==> src/design/dcft_pkg.sv <==
// shared types, constants and helpers for the dimmer channel core
package dcft_pkg;

   localparam int LEVEL_BITS = 8;
   localparam int TIME_BITS  = 32;
   localparam int CNT_BITS   = 4;

   localparam logic [LEVEL_BITS-1:0] LEVEL_MAX = 8'd255;

   // request payload: op, param, duration_ms, now_ms
   localparam int REQ_W = 80;
   // result payload: drive_level, is_on, level_value, event_count
   localparam int RSP_W = 24;

   localparam logic [1:0] CSR_PWM_MODE       = 2'd0;
   localparam logic [1:0] CSR_INVERT_OUTPUT  = 2'd1;
   localparam logic [1:0] CSR_EVENTS_ENABLED = 2'd2;

   typedef logic [LEVEL_BITS-1:0] level_type;
   typedef logic [TIME_BITS-1:0]  time_type;

   typedef enum logic [2:0] {
      OP_NONE   = 3'd0,
      OP_ON     = 3'd1,
      OP_OFF    = 3'd2,
      OP_TOGGLE = 3'd3,
      OP_SET    = 3'd4,
      OP_INC    = 3'd5,
      OP_TICK   = 3'd6
   } op_type;

   typedef enum logic [2:0] {
      ST_IDLE,
      ST_EXEC,
      ST_TICK,
      ST_DIV,
      ST_APPLY,
      ST_DEADLINE,
      ST_OUT
   } state_type;

   typedef struct packed {
      logic capture;
      logic exec;
      logic tick_eval;
      logic div_step;
      logic apply;
      logic deadline;
      logic load_rsp;
   } cmd_type;

   typedef struct packed {
      logic go_tick;
      logic fade_on;
      logic fade_done;
      logic div_last;
      logic rsp_free;
   } sts_type;

   // add that sticks at the top of the time range
   function automatic time_type sat_add(input time_type a, input time_type b);
      logic [TIME_BITS:0] sum;
      sum = {1'b0, a} + {1'b0, b};
      return sum[TIME_BITS] ? '1 : sum[TIME_BITS-1:0];
   endfunction

endpackage

==> src/design/dimmer_channel_fade_timeout_core.sv <==
// top level of the dimmer channel with linear fade and auto-toggle timer
//
// one request transaction (op, signed param, duration_ms, now_ms) gives exactly one
// result transaction (drive_level, is_on, level_value, event_count).
// config: csr_valid/csr_index/csr_data write pwm_mode (0), invert_output (1) and
// events_enabled (2); csr_ready is always high, write only while no transaction is open.
// path from request to result valid: none, on, off, toggle and level ops without
// duration go through exec and out; a tick with no fade running goes through exec,
// tick, deadline and out; a finishing fade adds apply, a fade step adds the divide.
// the fade step is a serial scaled divide of 16 half-steps, one per cycle, in the
// datapath, which makes it the longest path of a transaction.
// one transaction is worked on at a time; req_tready is high only while idle.
// results sit in an output register, so a new request is taken while the
// previous result still waits; a stalled rsp_tready holds the result and the
// block only stops once its next result is ready to load.
// synchronous reset clears the level, on flag, fade, deadline and config to zero.
module dimmer_channel_fade_timeout_core
   import dcft_pkg::*;
(
   input  logic             clock,
   input  logic             reset,
   input  logic             req_tvalid,
   output logic             req_tready,
   input  logic [REQ_W-1:0] req_tdata,  // op[2:0], param[11:3], duration_ms[43:12], now_ms[75:44]
   output logic             rsp_tvalid,
   input  logic             rsp_tready,
   output logic [RSP_W-1:0] rsp_tdata,  // drive_level[7:0], is_on[8], level_value[16:9], event_count[18:17]
   input  logic             csr_valid,
   output logic             csr_ready,
   input  logic [1:0]       csr_index,
   input  logic             csr_data
);

   cmd_type cmd;
   sts_type sts;

   assign csr_ready = 1'b1;

   dcft_ctrl u_ctrl (
      .clock      (clock),
      .reset      (reset),
      .req_tvalid (req_tvalid),
      .req_tready (req_tready),
      .sts        (sts),
      .cmd        (cmd)
   );

   dcft_datapath u_datapath (
      .clock      (clock),
      .reset      (reset),
      .req_tdata  (req_tdata),
      .csr_valid  (csr_valid),
      .csr_index  (csr_index),
      .csr_data   (csr_data),
      .rsp_tvalid (rsp_tvalid),
      .rsp_tready (rsp_tready),
      .rsp_tdata  (rsp_tdata),
      .cmd        (cmd),
      .sts        (sts)
   );

endmodule

==> src/design/dcft_ctrl.sv <==
// sequencer for one transaction: op decode, fade tick, serial divide, result load
module dcft_ctrl
   import dcft_pkg::*;
(
   input  logic    clock,
   input  logic    reset,
   input  logic    req_tvalid,
   output logic    req_tready,
   input  sts_type sts,
   output cmd_type cmd
);

   state_type state_ff, state_in;

   always_ff @(posedge clock) begin
      if (reset) begin
         state_ff <= ST_IDLE;
      end else begin
         state_ff <= state_in;
      end
   end

   always_comb begin
      state_in = state_ff;
      case (state_ff)
         ST_IDLE: begin
            if (req_tvalid) state_in = ST_EXEC;
         end
         ST_EXEC: begin
            state_in = sts.go_tick ? ST_TICK : ST_OUT;
         end
         ST_TICK: begin
            if (!sts.fade_on) state_in = ST_DEADLINE;
            else if (sts.fade_done) state_in = ST_APPLY;
            else state_in = ST_DIV;
         end
         ST_DIV: begin
            if (sts.div_last) state_in = ST_APPLY;
         end
         ST_APPLY: begin
            state_in = ST_DEADLINE;
         end
         ST_DEADLINE: begin
            state_in = ST_OUT;
         end
         ST_OUT: begin
            if (sts.rsp_free) state_in = ST_IDLE;
         end
         default: begin
            state_in = ST_IDLE;
         end
      endcase
   end

   always_comb begin
      cmd        = '0;
      req_tready = 1'b0;
      case (state_ff)
         ST_IDLE: begin
            req_tready  = 1'b1;
            cmd.capture = req_tvalid;
         end
         ST_EXEC:     cmd.exec      = 1'b1;
         ST_TICK:     cmd.tick_eval = 1'b1;
         ST_DIV:      cmd.div_step  = 1'b1;
         ST_APPLY:    cmd.apply     = 1'b1;
         ST_DEADLINE: cmd.deadline  = 1'b1;
         ST_OUT:      cmd.load_rsp  = sts.rsp_free;
         default: begin
            cmd = '0;
         end
      endcase
   end

endmodule

==> src/design/dcft_datapath.sv <==
// channel state, fade divider, config registers and result register
module dcft_datapath
   import dcft_pkg::*;
(
   input  logic             clock,
   input  logic             reset,
   input  logic [REQ_W-1:0] req_tdata,
   input  logic             csr_valid,
   input  logic [1:0]       csr_index,
   input  logic             csr_data,
   output logic             rsp_tvalid,
   input  logic             rsp_tready,
   output logic [RSP_W-1:0] rsp_tdata,
   input  cmd_type          cmd,
   output sts_type          sts
);

   // captured transaction
   op_type          op_ff, op_in;
   logic [8:0]      param_ff, param_in;
   time_type        dur_ff, dur_in;
   time_type        now_ff, now_in;

   // channel state
   level_type       level_ff, level_in;
   logic            on_ff, on_in;
   level_type       from_ff, from_in;
   level_type       to_ff, to_in;
   time_type        start_ff, start_in;
   time_type        end_ff, end_in;
   logic            fade_valid_ff, fade_valid_in;
   time_type        deadline_ff, deadline_in;
   logic            dl_valid_ff, dl_valid_in;
   logic [1:0]      events_ff, events_in;

   // config
   logic            pwm_ff, pwm_in;
   logic            inv_ff, inv_in;
   logic            ev_en_ff, ev_en_in;

   // divider
   time_type        d_ff, d_in;
   time_type        t_ff, t_in;
   time_type        r_ff, r_in;
   level_type       a_ff, a_in;
   level_type       q_ff, q_in;
   logic            dir_ff, dir_in;
   logic [CNT_BITS-1:0] cnt_ff, cnt_in;

   // result register
   logic            rsp_valid_ff, rsp_valid_in;
   logic [RSP_W-1:0] rsp_data_ff, rsp_data_in;

   logic signed [9:0] v_sum;
   level_type       v_clamp;
   logic            dl_expired;
   time_type        d_minus;
   logic            step_ge;
   level_type       nv;
   level_type       drive;
   logic            bit_a;

   always_ff @(posedge clock) begin
      if (reset) begin
         level_ff      <= '0;
         on_ff         <= 1'b0;
         from_ff       <= '0;
         to_ff         <= '0;
         start_ff      <= '0;
         end_ff        <= '0;
         fade_valid_ff <= 1'b0;
         deadline_ff   <= '0;
         dl_valid_ff   <= 1'b0;
         events_ff     <= '0;
         pwm_ff        <= 1'b0;
         inv_ff        <= 1'b0;
         ev_en_ff      <= 1'b0;
         cnt_ff        <= '0;
         rsp_valid_ff  <= 1'b0;
      end else begin
         level_ff      <= level_in;
         on_ff         <= on_in;
         from_ff       <= from_in;
         to_ff         <= to_in;
         start_ff      <= start_in;
         end_ff        <= end_in;
         fade_valid_ff <= fade_valid_in;
         deadline_ff   <= deadline_in;
         dl_valid_ff   <= dl_valid_in;
         events_ff     <= events_in;
         pwm_ff        <= pwm_in;
         inv_ff        <= inv_in;
         ev_en_ff      <= ev_en_in;
         cnt_ff        <= cnt_in;
         rsp_valid_ff  <= rsp_valid_in;
      end
   end

   always_ff @(posedge clock) begin
      op_ff       <= op_in;
      param_ff    <= param_in;
      dur_ff      <= dur_in;
      now_ff      <= now_in;
      d_ff        <= d_in;
      t_ff        <= t_in;
      r_ff        <= r_in;
      a_ff        <= a_in;
      q_ff        <= q_in;
      dir_ff      <= dir_in;
      rsp_data_ff <= rsp_data_in;
   end

   // target level for set and increment, clamped to the level range
   always_comb begin
      if (op_ff == OP_INC) v_sum = $signed({param_ff[8], param_ff}) + $signed({2'b00, level_ff});
      else v_sum = $signed({param_ff[8], param_ff});
      if (v_sum < 10'sd0) v_clamp = '0;
      else if (v_sum > $signed({2'b00, LEVEL_MAX})) v_clamp = LEVEL_MAX;
      else v_clamp = v_sum[LEVEL_BITS-1:0];
   end

   assign dl_expired = dl_valid_ff && !(deadline_ff > now_ff);

   // one half-step of the scaled quotient: doubling, or adding t when the bit of a is set
   always_comb begin
      bit_a   = a_ff[cnt_ff[CNT_BITS-1:1]];
      d_minus = cnt_ff[0] ? d_ff - r_ff : d_ff - t_ff;
      step_ge = cnt_ff[0] ? (r_ff >= d_minus) : (bit_a && (r_ff >= d_minus));
   end

   assign nv = fade_valid_ff ? (dir_ff ? from_ff + q_ff : from_ff - q_ff) : to_ff;

   always_comb begin
      if (pwm_ff) begin
         if (on_ff) drive = inv_ff ? LEVEL_MAX - level_ff : level_ff;
         else drive = inv_ff ? LEVEL_MAX : '0;
      end else begin
         drive = {{(LEVEL_BITS-1){1'b0}}, on_ff ^ inv_ff};
      end
   end

   always_comb begin
      op_in         = op_ff;
      param_in      = param_ff;
      dur_in        = dur_ff;
      now_in        = now_ff;
      level_in      = level_ff;
      on_in         = on_ff;
      from_in       = from_ff;
      to_in         = to_ff;
      start_in      = start_ff;
      end_in        = end_ff;
      fade_valid_in = fade_valid_ff;
      deadline_in   = deadline_ff;
      dl_valid_in   = dl_valid_ff;
      events_in     = events_ff;
      d_in          = d_ff;
      t_in          = t_ff;
      r_in          = r_ff;
      a_in          = a_ff;
      q_in          = q_ff;
      dir_in        = dir_ff;
      cnt_in        = cnt_ff;
      pwm_in        = pwm_ff;
      inv_in        = inv_ff;
      ev_en_in      = ev_en_ff;

      if (csr_valid) begin
         case (csr_index)
            CSR_PWM_MODE:       pwm_in   = csr_data;
            CSR_INVERT_OUTPUT:  inv_in   = csr_data;
            CSR_EVENTS_ENABLED: ev_en_in = csr_data;
            default: begin
               pwm_in = pwm_ff;
            end
         endcase
      end

      if (cmd.capture) begin
         op_in     = op_type'(req_tdata[2:0]);
         param_in  = req_tdata[11:3];
         dur_in    = req_tdata[43:12];
         now_in    = req_tdata[75:44];
         events_in = '0;
      end

      if (cmd.exec) begin
         case (op_ff)
            OP_NONE: begin
               dl_valid_in = 1'b0;
               events_in   = events_ff + 2'd1;
            end
            OP_ON, OP_OFF, OP_TOGGLE: begin
               if (op_ff == OP_ON) on_in = 1'b1;
               else if (op_ff == OP_OFF) on_in = 1'b0;
               else on_in = ~on_ff;
               dl_valid_in = (dur_ff != '0);
               deadline_in = sat_add(now_ff, dur_ff);
               events_in   = events_ff + 2'd1;
            end
            OP_SET, OP_INC: begin
               if (dur_ff != '0) begin
                  from_in       = level_ff;
                  to_in         = v_clamp;
                  start_in      = now_ff;
                  end_in        = sat_add(now_ff, dur_ff);
                  fade_valid_in = 1'b1;
               end else begin
                  level_in      = v_clamp;
                  fade_valid_in = 1'b0;
                  if (dl_expired) dl_valid_in = 1'b0;
                  events_in     = events_ff + 2'd1;
               end
            end
            default: begin
               events_in = events_ff;
            end
         endcase
      end

      if (cmd.tick_eval && fade_valid_ff) begin
         if (sts.fade_done) begin
            fade_valid_in = 1'b0;
            events_in     = events_ff + 2'd1;
         end else begin
            d_in   = end_ff - start_ff;
            t_in   = (now_ff > start_ff) ? now_ff - start_ff : '0;
            dir_in = (to_ff >= from_ff);
            a_in   = (to_ff >= from_ff) ? to_ff - from_ff : from_ff - to_ff;
            r_in   = '0;
            q_in   = '0;
            cnt_in = '1;
         end
      end

      if (cmd.div_step) begin
         cnt_in = cnt_ff - 1'b1;
         if (cnt_ff[0]) begin
            q_in = {q_ff[LEVEL_BITS-2:0], step_ge};
            r_in = step_ge ? r_ff - d_minus : r_ff + r_ff;
         end else if (bit_a) begin
            q_in = q_ff + {{(LEVEL_BITS-1){1'b0}}, step_ge};
            r_in = step_ge ? r_ff - d_minus : r_ff + t_ff;
         end
      end

      if (cmd.apply && (nv != level_ff)) begin
         level_in = nv;
         if (dl_expired) dl_valid_in = 1'b0;
      end

      if (cmd.deadline && dl_valid_ff && (now_ff > deadline_ff)) begin
         on_in       = ~on_ff;
         dl_valid_in = 1'b0;
         events_in   = events_ff + 2'd1;
      end
   end

   always_comb begin
      rsp_data_in  = rsp_data_ff;
      rsp_valid_in = rsp_valid_ff && !rsp_tready;
      if (cmd.load_rsp) begin
         rsp_valid_in = 1'b1;
         rsp_data_in  = {5'b0, (ev_en_ff ? events_ff : 2'b00), level_ff, on_ff, drive};
      end
   end

   always_comb begin
      sts.go_tick   = (op_ff == OP_TICK) ||
                      (((op_ff == OP_SET) || (op_ff == OP_INC)) && (dur_ff != '0));
      sts.fade_on   = fade_valid_ff;
      sts.fade_done = (now_ff >= end_ff) || (end_ff <= start_ff);
      sts.div_last  = (cnt_ff == '0);
      sts.rsp_free  = !rsp_valid_ff || rsp_tready;
   end

   assign rsp_tvalid = rsp_valid_ff;
   assign rsp_tdata  = rsp_data_ff;

endmodule

==> config.mk <==
export PLATFORM = sky130hd
export DESIGN_NAME = dimmer_channel_fade_timeout_core
export DESIGN_NICKNAME = d
export VERILOG_FILES = /design/src/design/dcft_pkg.sv /design/src/design/dimmer_channel_fade_timeout_core.sv /design/src/design/dcft_ctrl.sv /design/src/design/dcft_datapath.sv
export SDC_FILE = /design/constraint.sdc
export NUM_CORES = 1
export LEC_CHECK = 0
export ABC_CLOCK_PERIOD_IN_PS = 6900
export CAP_MARGIN = 20
export CORE_MARGIN = 10
export CORE_UTILIZATION = 35
export DETAILED_ROUTE_END_ITERATION = 6
export DONT_BUFFER_PORTS = 1
export PLACE_DENSITY = 0.49
export SYNTH_ARGS = -nofsm -noshare
export SYNTH_HDL_FRONTEND = slang
export SYNTH_SLANG_ARGS = --single-unit
export TNS_END_PERCENT = 1
==> constraint.sdc <==
create_clock -name clock -period 6.9 [get_ports clock]
set_input_delay 0.345 -clock clock [delete_from_list [all_inputs] [get_ports clock]]
set_output_delay 0.345 -clock clock [all_outputs]
set_load 0.01 [all_outputs]
==> impl_metrics.csv <==
group,metric,value,unit
worst_setup_path,startpoint,"u_datapath.cnt_ff[0]$_SDFFE_PP0P_",
place,port-buffer-count,0,
finish,fin_nets,3256,
clock_network,cts_made_buffers,40,
route,post-route-drc-count,0,
pwr,p_int,5020,uW
yosys,synthesis.area,25500,sq um
clock_network,clock-sinks,344,
pwr,vdd_drop_max,0.000224,V
route,dr_total_vias,20700,
worst_setup_path,cp.arrival,6.88,ns
floorplanning,fp.dieH,290,microns
clock_network,h-tree-depth,2,
worst_setup_path,rr_startpoint,"u_datapath.cnt_ff[0]$_SDFFE_PP0P_",
yosys,synth_edf_count,168,
sta,fmax,155,MHz
worst_setup_path,cp-start-kind,"flip-flop",
yosys,synth_cell_type_count,103,
pwr,powerDensity,278,nW/um^2
finish,utilization,40.0,%
yosys,ys_ff_latch,344,
worst_setup_path,regToRegSetupSlack,0.45,ns
clock_network,cts_tree,"yes",
finish,drive_above_1_share,5.69,%
min_path,hold_start,"req_tvalid",
sta,hold_viol,0,
grt,grt_max_degree,139,
worst_setup_path,r2r_cells,26,
sta,min_period_over_period,93.5,%
worst_setup_path,crit_path_max_fanout,28,
pwr,p_seq_share,32.9,%
sta,finalClockSkew,0.0260,ns
sta,grt_setup_unrepaired,"false",
floorplanning,dieArea,83900,sq um
route,postRouteAntennaNets,0,
grt,grt_pass1_vias,20600,
yosys,yosysWarnings,0,
clock_network,max-clock-path-buffers,3,
yosys,yosysTopAreaCell,"edfxtp_1",
min_path,hp-class,"primary input to flip-flop",
yosys,yosysTopAreaCellShare,19.8,%
run_status,status,"completed",
pwr,p_clk_share,28.1,%
sta,tightest_slew,1.11,ns
finish,diodes,0,
route,drt_first_pass_iters,6,
sta,finalSetupViolCount,0,
grt,grt.overflow.total,0,
run,cap_violations,0,
clock_network,clkTransAtPathRegs,0.06,ns
yosys,yosys-top-cells-area,"edfxtp_1, ha_1, dfxtp_1",
worst_setup_path,worstSetupPathType,"flip-flop to flip-flop",
yosys,syn_area_per_cell,9.05,sq um
grt,grt_pass1_wl,112000,microns
finish,fillerInstances,7093,
grt,track_usage,16.5,%
yosys,syn_inst,2813,
route,wl,70400,microns
clock_network,cts_setup_buffers,0,
clock_network,clkLatencyLatePin,0.57,ns
sta,maxSlewViolCount,0,
floorplanning,core,71700,sq um
place,dp_hpwl,55900,microns
yosys,synth-seq-area-share,33.7,%
place,gp_congestion,0.892,
yosys,ys.flop_type,"dfxtp_1",
grt,antenna_found_initial,0,
sta,post-route-min-period,6.45,ns
yosys,netlist_top_cells_count,"ha_1, nand2_1, a21oi_1",
sta,fin_ws,0.448,ns
floorplanning,dieWidth,290,microns
pwr,swShare,37.1,%
min_path,min_to,"u_ctrl.state_ff[0]$_SDFFE_PP0P_",
clock_network,root_buffer,"clkbuf_16",
pwr,p_total,7980,uW
place,place_ws,0.432,ns
route,drtIter0Drc,1076,
worst_setup_path,critPathRequiredTime,7.33,ns
sta,tns,0,ns
pwr,p_leak,0.0116,uW
floorplanning,ios,115,
floorplanning,start_util,35.5,%
yosys,ys_async_sr_fraction,0,%
finish,area_delta_synth_final,12.7,%
pwr,p_sw,2960,uW
finish,multi_input_area,15700,sq um
worst_setup_path,reg2reg_to,"u_datapath.r_ff[8]$_DFF_P_",
floorplanning,rows,98,
finish,seq_area,8570,sq um
min_path,hold_depth,2,
pwr,p_comb_share,39.0,%
worst_setup_path,worstSetupEndpointType,"flip-flop",
route,route.detailed.wl_per_inst,18.3,microns
route,viasPerCell,5.38,
sta,slew_headroom,25.9,%
yosys,synth_most_common_cell,"ha_1",
## routing by layer
layer | vias up | global-route usage [%] | share of wire (%)
met4 | 0 | 5.45 | 3.3
met5 | - | 0 | 0
met3 | 96 | 1.87 | 3.2
met1 | 9744 | 22.7 | 49
met2 | 411 | 26.6 | 45
li1 | 10500 | - | -
## layout by cell type, fill, tap and decap left out, drive strengths merged, types with 45 or more instances in the layout
master	count
ha	288
nand2	250
a21oi	247
inv	205
nor2	188
dfxtp	176
edfxtp	168
o21ai	126
a21o	122
xnor2	119
xor2	81
dlygate4sd3	79
clkbuf	51
nand3	50
nor3	45
mux2i	45
a211oi	45
## worst max path at each step
stage	to	slack, ns	cells past startpoint
6_report	u_datapath.r_ff[8]$_DFF_P_	0.45	26
5_1_grt	u_datapath.r_ff[22]$_DFF_P_	0.04	26
4_1_cts	u_datapath.r_ff[8]$_DFF_P_	0.39	26
3_5_place_dp	u_datapath.r_ff[8]$_DFF_P_	0.43	26
3_3_place_gp	u_datapath.r_ff[8]$_DFF_P_	0.47	26
2_1_floorplan	u_datapath.q_ff[4]$_DFF_P_	0.30	31
## worst max-delay path: stages, from the launching register on
cell       delay (ns)
dfxtp_2          0.48
mux2_2           0.21
ha_1             0.15
inv_1            0.05
fa_1             0.39
a21o_1           0.19
a21oi_2          0.21
o21ai_0          0.15
a221oi_1         0.41
o31ai_1          0.22
a31oi_1          0.21
buf_4            0.15
nor3_1           0.06
a2111oi_2        0.43
a21oi_1          0.16
xnor2_1          0.29
ha_1             0.34
and3_1           0.18
and2_1           0.17
a221oi_1         0.32
o21ai_2          0.18
nand2_2          0.20
inv_2            0.12
buf_4            0.24
nand2_1          0.29
nor2_1           0.08
or3b_2           0.43
## cell families after synthesis
| family | Yosys count | synth area share, % |
|---|---|---|
| buf+inv | 297 | 4.71 |
| other cells | 2 | 0.0295 |
| simple gates | 749 | 13.9 |
| compound gates | 864 | 23.3 |
| mux | 58 | 2.43 |
| flops | 344 | 33.7 |
| xor+xnor | 201 | 6.97 |
| fa+ha+maj | 298 | 14.9 |
## what timing repair did
action / CTS / global route
setup endpoints to repair: 0 / 19
hold endpoints to repair: 212 / 0
resized for setup: 0 / 3
hold buffers: 80 / 0
## per-stage QoR
step	instance area [sq um]	hold WS [ns]	instances
after global routing	28700	0.0504	3852
after CTS	28600	0.0224	3851
final	28700	0.0498	3852
after detailed placement	26400	0.437	3697
after floorplan	25500	0.406	2817
after global placement	26400	0.441	3697
## power by group through the flow
stage / Sequential [uW] / Clock [uW] / Combinational [uW]
CTS: 2620 / 2310 / 3090
floorplan: 2560 / 0 / 2330
detailed placement: 2660 / 0 / 3020
finish: 2630 / 2240 / 3110
global placement: 2670 / 0 / 2990
global route: 2650 / 2380 / 3460
## layout make-up
class / instances / share of cell area (%)
tap: 950 / 4.14
clock buffer: 51 / 3.96
inverter: 203 / 2.66
clock inverter: 23 / 0.938
sequential: 344 / 29.9
timing repair buffer: 105 / 3.59
multi-input combinational: 2176 / 54.8
## sequential cells by signal, indices dropped and copies added, names as in the netlist, 4 cells and up
| name | flops |
|---|---|
| u_datapath.d_ff | 32 |
| u_datapath.deadline_ff | 32 |
| u_datapath.dur_ff | 32 |
| u_datapath.end_ff | 32 |
| u_datapath.now_ff | 32 |
| u_datapath.r_ff | 32 |
| u_datapath.start_ff | 32 |
| u_datapath.t_ff | 32 |
| u_datapath.rsp_tdata | 19 |
| u_datapath.param_ff | 9 |
| u_datapath.a_ff | 8 |
| u_datapath.from_ff | 8 |
| u_datapath.level_ff | 8 |
| u_datapath.q_ff | 8 |
| u_datapath.to_ff | 8 |
| u_datapath.cnt_ff | 4 |
No activity file was read; power rests on OpenSTA's default activity.
